### config.mk
export PLATFORM = sky130hd
export DESIGN_NAME = block_median_filter
export DESIGN_NICKNAME = d
export VERILOG_FILES = /design/src/rtl/blkmed_pkg.sv /design/src/rtl/blkmed_ram.sv /design/src/rtl/blkmed_ctrl.sv /design/src/rtl/blkmed_dp.sv /design/src/rtl/block_median_filter.sv
export VERILOG_INCLUDE_DIRS = /design/src /design/src/rtl
export SDC_FILE = /design/constraint.sdc
export NUM_CORES = 1
export LEC_CHECK = 0
export BUFFER_PORTS_ARGS = -buffer_cell sky130_fd_sc_hd__buf_2
export CORE_MARGIN = 5
export CORE_UTILIZATION = 30
export DETAILED_ROUTE_END_ITERATION = 10
export GPL_TIMING_DRIVEN = 1
export PLACE_DENSITY_LB_ADDON = 0.25
export REMOVE_ABC_BUFFERS = 1
export SETUP_SLACK_MARGIN = 0.02
export SLEW_MARGIN = 5
export SYNTH_ARGS = -nofsm -noshare
export SYNTH_HDL_FRONTEND = slang
export SYNTH_SLANG_ARGS = --single-unit
### constraint.sdc
create_clock -name clk -period 8.4 [get_ports clk]
set_input_delay 1.68 -clock clk [delete_from_list [all_inputs] [get_ports clk]]
set_output_delay 1.68 -clock clk [all_outputs]
set_load 0.01 [all_outputs]
### src/rtl/block_median_filter_macros.svh
// Assertion macros shared by the median filter RTL.
// Depends on nothing; included by the controller and the datapath.
`ifndef BLOCK_MEDIAN_FILTER_MACROS_SVH
`define BLOCK_MEDIAN_FILTER_MACROS_SVH

// Same-cycle implication, disabled while reset is asserted
`define BMF_IMPL(lbl, clk, rst_n, ante, cons) \
  lbl: assert property (@(posedge clk) disable iff (!(rst_n)) (ante) |-> (cons)) \
    else $error("median filter check failed");

// Next-cycle implication, disabled while reset is asserted
`define BMF_NEXT(lbl, clk, rst_n, ante, cons) \
  lbl: assert property (@(posedge clk) disable iff (!(rst_n)) (ante) |=> (cons)) \
    else $error("median filter check failed");

`endif

### src/rtl/blkmed_pkg.sv
// Shared types and constants for the decimating median filter.
// No dependencies; imported by the controller, the datapath and the top level.
package blkmed_pkg;

  localparam int CH_W  = 2;   // channel tag width
  localparam int SMP_W = 16;  // sample width, two's complement

  // Controller states
  typedef enum logic [1:0] {
    ST_IDLE,   // taking items
    ST_READ,   // reading the stored window out of the RAM
    ST_DRAIN,  // last read word lands in the sorter
    ST_EMIT    // push the median into the output register
  } state_t;

  // Controller to datapath
  typedef struct packed {
    logic take;      // input item accepted this cycle
    logic rd;        // issue one RAM read of the window
    logic load_out;  // load the median into the output register
  } ctrl_cmd_t;

  // Datapath to controller
  typedef struct packed {
    logic last_hit;  // current item completes its channel's window
    logic rd_done;   // this read is the last one of the window
    logic out_free;  // output register can take a new result
  } dp_status_t;

endpackage

### src/rtl/blkmed_ram.sv
// Generic single-clock RAM, one write port and one registered read port.
// No dependencies.
module blkmed_ram #(
  parameter int WIDTH = 16,
  parameter int DEPTH = 33,
  parameter int AW    = 6
) (
  input  logic             clk,
  input  logic             we,
  input  logic [AW-1:0]    waddr,
  input  logic [WIDTH-1:0] wdata,
  input  logic [AW-1:0]    raddr,
  output logic [WIDTH-1:0] rdata
);

  logic [WIDTH-1:0] mem [DEPTH];
  logic [WIDTH-1:0] rdata_r;

  // write port
  always_ff @(posedge clk) begin
    if (we) begin
      mem[waddr] <= wdata;
    end
  end

  // registered read
  always_ff @(posedge clk) begin
    rdata_r <= mem[raddr];
  end

  assign rdata = rdata_r;

endmodule

### src/rtl/blkmed_ctrl.sv
// Controller state machine of the median filter.
// Depends on blkmed_pkg and block_median_filter_macros.svh.
`include "block_median_filter_macros.svh"

module blkmed_ctrl (
  input  logic                   clk,
  input  logic                   rst_n,
  input  logic                   in_valid,
  output logic                   in_ready,
  input  blkmed_pkg::dp_status_t status,
  output blkmed_pkg::ctrl_cmd_t  cmd
);

  import blkmed_pkg::*;

  state_t state_r, state_nxt;

  // state register
  always_ff @(posedge clk) begin
    if (!rst_n) begin
      state_r <= ST_IDLE;
    end else begin
      state_r <= state_nxt;
    end
  end

  // next state
  always_comb begin
    state_nxt = state_r;
    case (state_r)
      ST_IDLE: begin
        if (in_valid && status.last_hit) begin
          state_nxt = ST_READ;
        end
      end
      ST_READ: begin
        if (status.rd_done) begin
          state_nxt = ST_DRAIN;
        end
      end
      ST_DRAIN: begin
        state_nxt = ST_EMIT;
      end
      ST_EMIT: begin
        if (status.out_free) begin
          state_nxt = ST_IDLE;
        end
      end
      default: begin
        state_nxt = ST_IDLE;
      end
    endcase
  end

  // outputs
  always_comb begin
    in_ready     = 1'b0;
    cmd.take     = 1'b0;
    cmd.rd       = 1'b0;
    cmd.load_out = 1'b0;
    case (state_r)
      ST_IDLE: begin
        in_ready = 1'b1;
        cmd.take = in_valid;
      end
      ST_READ: begin
        cmd.rd = 1'b1;
      end
      ST_DRAIN: begin
      end
      ST_EMIT: begin
        cmd.load_out = status.out_free;
      end
      default: begin
      end
    endcase
  end

  `BMF_NEXT(a_start_read, clk, rst_n, cmd.take && status.last_hit, state_r == ST_READ)
  `BMF_NEXT(a_read_to_drain, clk, rst_n, state_r == ST_READ && status.rd_done, state_r == ST_DRAIN)

endmodule

### src/rtl/blkmed_dp.sv
// Datapath of the median filter: fill counters, sample RAM, insertion sorter
// and output register. Depends on blkmed_pkg, blkmed_ram and the macro header.
`include "block_median_filter_macros.svh"

module blkmed_dp #(
  parameter int WINDOW       = 11,
  parameter int NUM_CHANNELS = 3
) (
  input  logic                                clk,
  input  logic                                rst_n,
  input  logic [blkmed_pkg::CH_W-1:0]         in_channel,
  input  logic signed [blkmed_pkg::SMP_W-1:0] in_sample,
  input  blkmed_pkg::ctrl_cmd_t               cmd,
  output blkmed_pkg::dp_status_t              status,
  input  logic                                out_ready,
  output logic                                out_valid,
  output logic [blkmed_pkg::CH_W-1:0]         out_channel,
  output logic signed [blkmed_pkg::SMP_W-1:0] out_median
);

  import blkmed_pkg::*;

  localparam int DEPTH = WINDOW * NUM_CHANNELS;
  localparam int AW    = $clog2(DEPTH);
  localparam int CNT_W = $clog2(WINDOW);
  localparam int KW    = $clog2(WINDOW + 1);
  localparam int MID   = WINDOW / 2;

  // per-channel fill counters
  logic [CNT_W-1:0] fill_r   [NUM_CHANNELS];
  logic [CNT_W-1:0] fill_nxt [NUM_CHANNELS];
  logic [CNT_W-1:0] cur_cnt;
  logic             ch_ok;
  logic             start;
  logic             we;
  logic [AW-1:0]    ch_base;
  logic [AW-1:0]    waddr;

  // window read-back
  logic [AW-1:0]    rd_base_r, rd_base_nxt;
  logic [CNT_W-1:0] rd_idx_r, rd_idx_nxt;
  logic             rd_vld_r;
  logic [AW-1:0]    raddr;
  logic [SMP_W-1:0] rdata;

  // insertion sorter
  logic signed [SMP_W-1:0] srt_r   [WINDOW];
  logic signed [SMP_W-1:0] srt_nxt [WINDOW];
  logic [WINDOW-1:0]       gt;
  logic [KW-1:0]           ins_cnt_r, ins_cnt_nxt, k_eff;
  logic signed [SMP_W-1:0] ins_val;
  logic                    ins_en;

  // output register
  logic                    out_valid_r, out_valid_nxt;
  logic [CH_W-1:0]         out_ch_r, ch_r;
  logic signed [SMP_W-1:0] out_med_r;

  // channel lookup
  assign ch_ok = int'(in_channel) < NUM_CHANNELS;

  always_comb begin
    cur_cnt = '0;
    for (int i = 0; i < NUM_CHANNELS; i++) begin
      if (int'(in_channel) == i) begin
        cur_cnt = fill_r[i];
      end
    end
  end

  assign status.last_hit = ch_ok && (cur_cnt == CNT_W'(WINDOW - 1));
  assign start           = cmd.take && status.last_hit;
  assign we              = cmd.take && ch_ok && !status.last_hit;
  assign ch_base         = AW'(int'(in_channel) * WINDOW);
  assign waddr           = ch_base + AW'(cur_cnt);

  // fill counter update
  always_comb begin
    for (int i = 0; i < NUM_CHANNELS; i++) begin
      fill_nxt[i] = fill_r[i];
      if (cmd.take && ch_ok && int'(in_channel) == i) begin
        fill_nxt[i] = status.last_hit ? '0 : cur_cnt + 1'b1;
      end
    end
  end

  always_ff @(posedge clk) begin
    if (!rst_n) begin
      for (int i = 0; i < NUM_CHANNELS; i++) begin
        fill_r[i] <= '0;
      end
    end else begin
      fill_r <= fill_nxt;
    end
  end

  // sample store
  blkmed_ram #(
    .WIDTH (SMP_W),
    .DEPTH (DEPTH),
    .AW    (AW)
  ) u_ram (
    .clk   (clk),
    .we    (we),
    .waddr (waddr),
    .wdata (in_sample),
    .raddr (raddr),
    .rdata (rdata)
  );

  // read address sequencing
  always_comb begin
    rd_base_nxt = rd_base_r;
    rd_idx_nxt  = rd_idx_r;
    if (start) begin
      rd_base_nxt = ch_base;
      rd_idx_nxt  = '0;
    end else if (cmd.rd) begin
      rd_idx_nxt = rd_idx_r + 1'b1;
    end
  end

  assign raddr          = rd_base_r + AW'(rd_idx_r);
  assign status.rd_done = rd_idx_r == CNT_W'(WINDOW - 2);

  always_ff @(posedge clk) begin
    if (!rst_n) begin
      rd_idx_r <= '0;
      rd_vld_r <= 1'b0;
    end else begin
      rd_idx_r <= rd_idx_nxt;
      rd_vld_r <= cmd.rd;
    end
  end

  always_ff @(posedge clk) begin
    rd_base_r <= rd_base_nxt;
    if (start) begin
      ch_r <= in_channel;
    end
  end

  // insertion: entries at or past the count act as +infinity
  assign ins_en  = start || rd_vld_r;
  assign ins_val = start ? in_sample : $signed(rdata);
  assign k_eff   = start ? '0 : ins_cnt_r;

  always_comb begin
    for (int i = 0; i < WINDOW; i++) begin
      gt[i] = (int'(k_eff) <= i) || (srt_r[i] > ins_val);
    end
    srt_nxt[0] = gt[0] ? ins_val : srt_r[0];
    for (int i = 1; i < WINDOW; i++) begin
      if (!gt[i]) begin
        srt_nxt[i] = srt_r[i];
      end else if (!gt[i-1]) begin
        srt_nxt[i] = ins_val;
      end else begin
        srt_nxt[i] = srt_r[i-1];
      end
    end
    ins_cnt_nxt = k_eff + 1'b1;
  end

  always_ff @(posedge clk) begin
    if (ins_en) begin
      srt_r <= srt_nxt;
    end
  end

  always_ff @(posedge clk) begin
    if (!rst_n) begin
      ins_cnt_r <= '0;
    end else if (ins_en) begin
      ins_cnt_r <= ins_cnt_nxt;
    end
  end

  // output register
  assign status.out_free = !out_valid_r || out_ready;

  always_comb begin
    out_valid_nxt = out_valid_r;
    if (cmd.load_out) begin
      out_valid_nxt = 1'b1;
    end else if (out_ready) begin
      out_valid_nxt = 1'b0;
    end
  end

  always_ff @(posedge clk) begin
    if (!rst_n) begin
      out_valid_r <= 1'b0;
    end else begin
      out_valid_r <= out_valid_nxt;
    end
  end

  always_ff @(posedge clk) begin
    if (cmd.load_out) begin
      out_ch_r  <= ch_r;
      out_med_r <= srt_r[MID];
    end
  end

  assign out_valid   = out_valid_r;
  assign out_channel = out_ch_r;
  assign out_median  = out_med_r;

  `BMF_IMPL(a_sort_full, clk, rst_n, cmd.load_out, ins_cnt_r == KW'(WINDOW))
  `BMF_NEXT(a_out_load, clk, rst_n, cmd.load_out, out_valid_r)

endmodule

### src/rtl/block_median_filter.sv
// Decimating median filter: one result per WINDOW samples of a channel.
// Item that does not complete a window: accepted, no result.
// Completing item: WINDOW-1 RAM reads feed the insertion sorter one word a
// cycle; the median then goes into the output register once that register is free.
// Next item is not taken until that median is loaded, so out_tready stalls can hold it off.
// Synchronous active-low reset clears fill counters, control and output valid.
module block_median_filter #(
  parameter int WINDOW       = 11,
  parameter int NUM_CHANNELS = 3
) (
  input  logic                          clk,
  input  logic                          rst_n,
  input  logic                          in_tvalid,
  output logic                          in_tready,
  input  logic [blkmed_pkg::SMP_W-1:0]  in_tdata,   // [15:0] sample
  input  logic [blkmed_pkg::CH_W-1:0]   in_tuser,   // [1:0] channel
  output logic                          out_tvalid,
  input  logic                          out_tready,
  output logic [blkmed_pkg::SMP_W-1:0]  out_tdata,  // [15:0] median
  output logic [blkmed_pkg::CH_W-1:0]   out_tuser   // [1:0] out_channel
);

  import blkmed_pkg::*;

  ctrl_cmd_t               cmd;
  dp_status_t              status;
  logic signed [SMP_W-1:0] median;

  blkmed_ctrl u_ctrl (
    .clk      (clk),
    .rst_n    (rst_n),
    .in_valid (in_tvalid),
    .in_ready (in_tready),
    .status   (status),
    .cmd      (cmd)
  );

  blkmed_dp #(
    .WINDOW       (WINDOW),
    .NUM_CHANNELS (NUM_CHANNELS)
  ) u_dp (
    .clk         (clk),
    .rst_n       (rst_n),
    .in_channel  (in_tuser),
    .in_sample   ($signed(in_tdata)),
    .cmd         (cmd),
    .status      (status),
    .out_ready   (out_tready),
    .out_valid   (out_tvalid),
    .out_channel (out_tuser),
    .out_median  (median)
  );

  assign out_tdata = $unsigned(median);

endmodule
==> results.cfg <==
[logic_synthesis]
synth-edff-count = 648
synth.area.mux_share_pct = 15.9
synth_top_family_by_area = multiplexers
synthSimpleGateAreaFrac_pct = 4.60
syn_area_um2 = 29700
synth_xor_area_share_pct = 0.590
ys_types = 82
synth-async-reset-ratio_pct = 0
yosysSeqAreaShare_pct = 68.2
synth_compound_area_share_pct = 4.14
syn_avg_cell_area_um2 = 18.0
synthAdderAreaFrac_pct = 5.06
synth_ff_type = edfxtp_1
synth.area.top_cells = edfxtp_1 (66%), mux4_2 (12%), ha_1 (4.9%)
ys_ff_latch = 688
yosys_warnings = 0
synth_cells = 1651
yosys.area.top_type = edfxtp_1
yosysTopAreaCellShare_pct = 65.5

[run]
drv_cap = 0

[final_layout]
nets = 1906
area_delta_synth_final_pct = 15.1
final_cell_mix = edfxtp_1 (648), mux4_2 (160), ha_1 (116)
final_common_cell = edfxtp_1
drive_gt1_share_pct = 26.4
fin_cells = 3112
insertedDiodeCount = 0

[floorplanning]
start_util_pct = 30.2
die_w_um = 325
num_rows = 115
top_level_ports = 42
die-area_um2 = 105000
fp.coreArea_um2 = 98300
die_h_um = 325

[setup_path]
required_ps = 8740
crit_buf_inv = 5
crit_chain = buf_2 > inv_1 > ha_1 > and3b_1 > a21oi_1 > o21ai_1 > inv_1 > ha_1 > and4b_1 > o211ai_2 > nand2b_1 > buf_4 > nand2_1 > nand2_1 > inv_1 > ha_1 > a211oi_1 > nor2_1 > or3_1 > o41ai_2 > o21ai_1 > a21oi_2 > mux2_2
crit_slowest_cell = a21oi_2
reg2reg_depth = 20
worstSetupEndpointType = flip-flop
rrSetupSlack_ps = 2620
cp_slowest_stage_delay_ps = 780
arrival_ps = 7510
r2r_end = u_dp.srt_r[101]
critPathKind = input pin to flip-flop
rr_startpoint = u_dp.fill_r[8]
path_delay_family = compound AO/OA/AOI/OAI gates
cp-start-kind = input pin
critPathMaxFanout = 23

[sta]
period_minus_slack_ps = 7170
rsz0062_at_grt = false
finClkSkew_ps = 53.9
timing.setup.tns_ps = 0
relSlewSlack_pct = 23.7
final_hold_viol_count = 0
max_freq_ghz = 0.139
period_share_pct = 85.4
setup_violations = 0
drv_slew = 0
worst_pin_slew_ps = 1140

[clock_tree]
holdBufCountCts = 0
cts-root-buf = clkbuf_16
cts_buffers = 75
ctsResizeCount = 0
cts_setup_buffers = 0
cts_tree = done
clkSinkCount = 688
h-tree-depth = 3
clkSlewWorstSetupHoldPaths_ps = 50
clockBufferDepth = 3
clock_latency_ps = 630

[drt]
finalWirelength_um = 70000
drc = 0
vias_per_cell = 4.93
vias = 15354
dr.pass1.iters = 5
ant_nets = 0
avgRoutedWirePerCell_um = 22.5
drt_iter0_drc = 1134

[global_routing]
antenna_found_initial = 0
grt_util_all_layers_pct = 13.0
overflow = 0
grt_pass1_vias = 16242
grt_max_degree = 94
grt_pass1_wl_um = 104000

[outcome]
outcome = completed

[power_and_ir_drop]
power_switching_mw = 1.52
peakVddDrop_mv = 0.162
combPwrFrac_pct = 3.0
p_sw_share_pct = 21.2
clkPwrFrac_pct = 44.5
power_mw = 7.18
leakage_nw = 11.4
p_int_mw = 5.66
cellPowerDensity_nw_per_um2 = 210
power_frac_seq_pct = 52.6

[hold_path]
min_path_cells = 0
hold_path_class = flip-flop to flip-flop
hold_start = u_dp.ch_r[1]
holdPathEnd = u_dp.out_channel[1]

[placement]
hpwl_um = 43500
dp_cells = 2975
portBuffers = 41
globalplace.congestion = 0.802
-- power groups by stage --
stage	Sequential, mW	Clock (mW)	Combinational, mW
final	3.78	3.19	0.213
after floorplan	3.85	0	0.114
after detailed placement	3.85	0	0.216
after global routing	3.78	3.42	0.232
after CTS	3.78	3.29	0.217
after global placement	3.85	0	0.210
-- logic make-up (layout without fill, tap and decap cells) --
kind of cell | Yosys count | in the layout
compound gates | 177 | 177
flops | 688 | 688
fa+ha+maj | 119 | 119
xor+xnor | 20 | 20
buf+inv | 102 | 276
simple gates | 287 | 287
mux | 258 | 258
-- layer usage --
layer	GRT usage (%)	vias to the layer above	part of all wire, %
li1	-	6887	-
met1	17.1	8039	44
met2	22.3	328	49
met3	2.40	100	4.6
met4	3.63	0	2.4
met5	0	-	0
-- cell type report --
cell class | instances | area (um^2)
Fill cell | 9264 | 64100
Sequential cell | 688 | 20300
Multi-Input combinational cell | 861 | 9130
Clock buffer | 97 | 2000
Tap cell | 1287 | 1610
Timing Repair Buffer | 92 | 601
Clock inverter | 40 | 405
Inverter | 47 | 184
-- cells in the mapped netlist, types with 18 or more instances --
cell	n
edfxtp_1	648
mux4_2	160
ha_1	117
nor2_1	97
nand2_1	85
a21oi_1	58
mux2_2	52
inv_1	43
dfxtp_1	40
clkbuf_1	34
o21ai_0	26
a21o_1	20
nand4_1	20
mux2i_1	19
mux2_1	18
-- flip-flops by register name, summed over array words and instances, names as in the netlist, 4 cells and up --
| name | flops |
|---|---|
| u_dp.u_ram.mem | 528 |
| u_dp.srt_r | 96 |
| u_dp.out_median | 16 |
| u_dp.u_ram.rdata | 16 |
| u_dp.fill_r | 12 |
| u_dp.ins_cnt_r | 4 |
| u_dp.rd_base_r | 4 |
| u_dp.rd_idx_r | 4 |
-- worst max-delay path by stage --
stage | slack, ps | startpoint | to | depth (start not counted)
finish | 1230 | in_tuser[1] | u_dp.srt_r[101] | 23
global route | 830 | in_tuser[1] | u_dp.srt_r[101] | 23
CTS | 1280 | in_tuser[1] | u_dp.srt_r[101] | 23
detailed placement | 640 | in_tuser[1] | u_dp.srt_r[97] | 23
global placement | 870 | in_tuser[1] | u_dp.srt_r[99] | 23
floorplan | 1380 | in_tuser[1] | u_dp.srt_r[112] | 21
-- per-stage QoR --
stage          worst slack (ps)  cell area [um^2]  util, %  hold slack (ps)
2_1_floorplan              1380             29400        -              400
3_5_place_dp                638             31800     32.3              440
4_1_cts                    1280             34200     34.8              453
3_3_place_gp                875             31800     32.3              430
5_1_grt                     829             34200     34.8              457
6_report                   1230             34200     34.8              436
No activity file was read; power rests on OpenSTA's default activity.
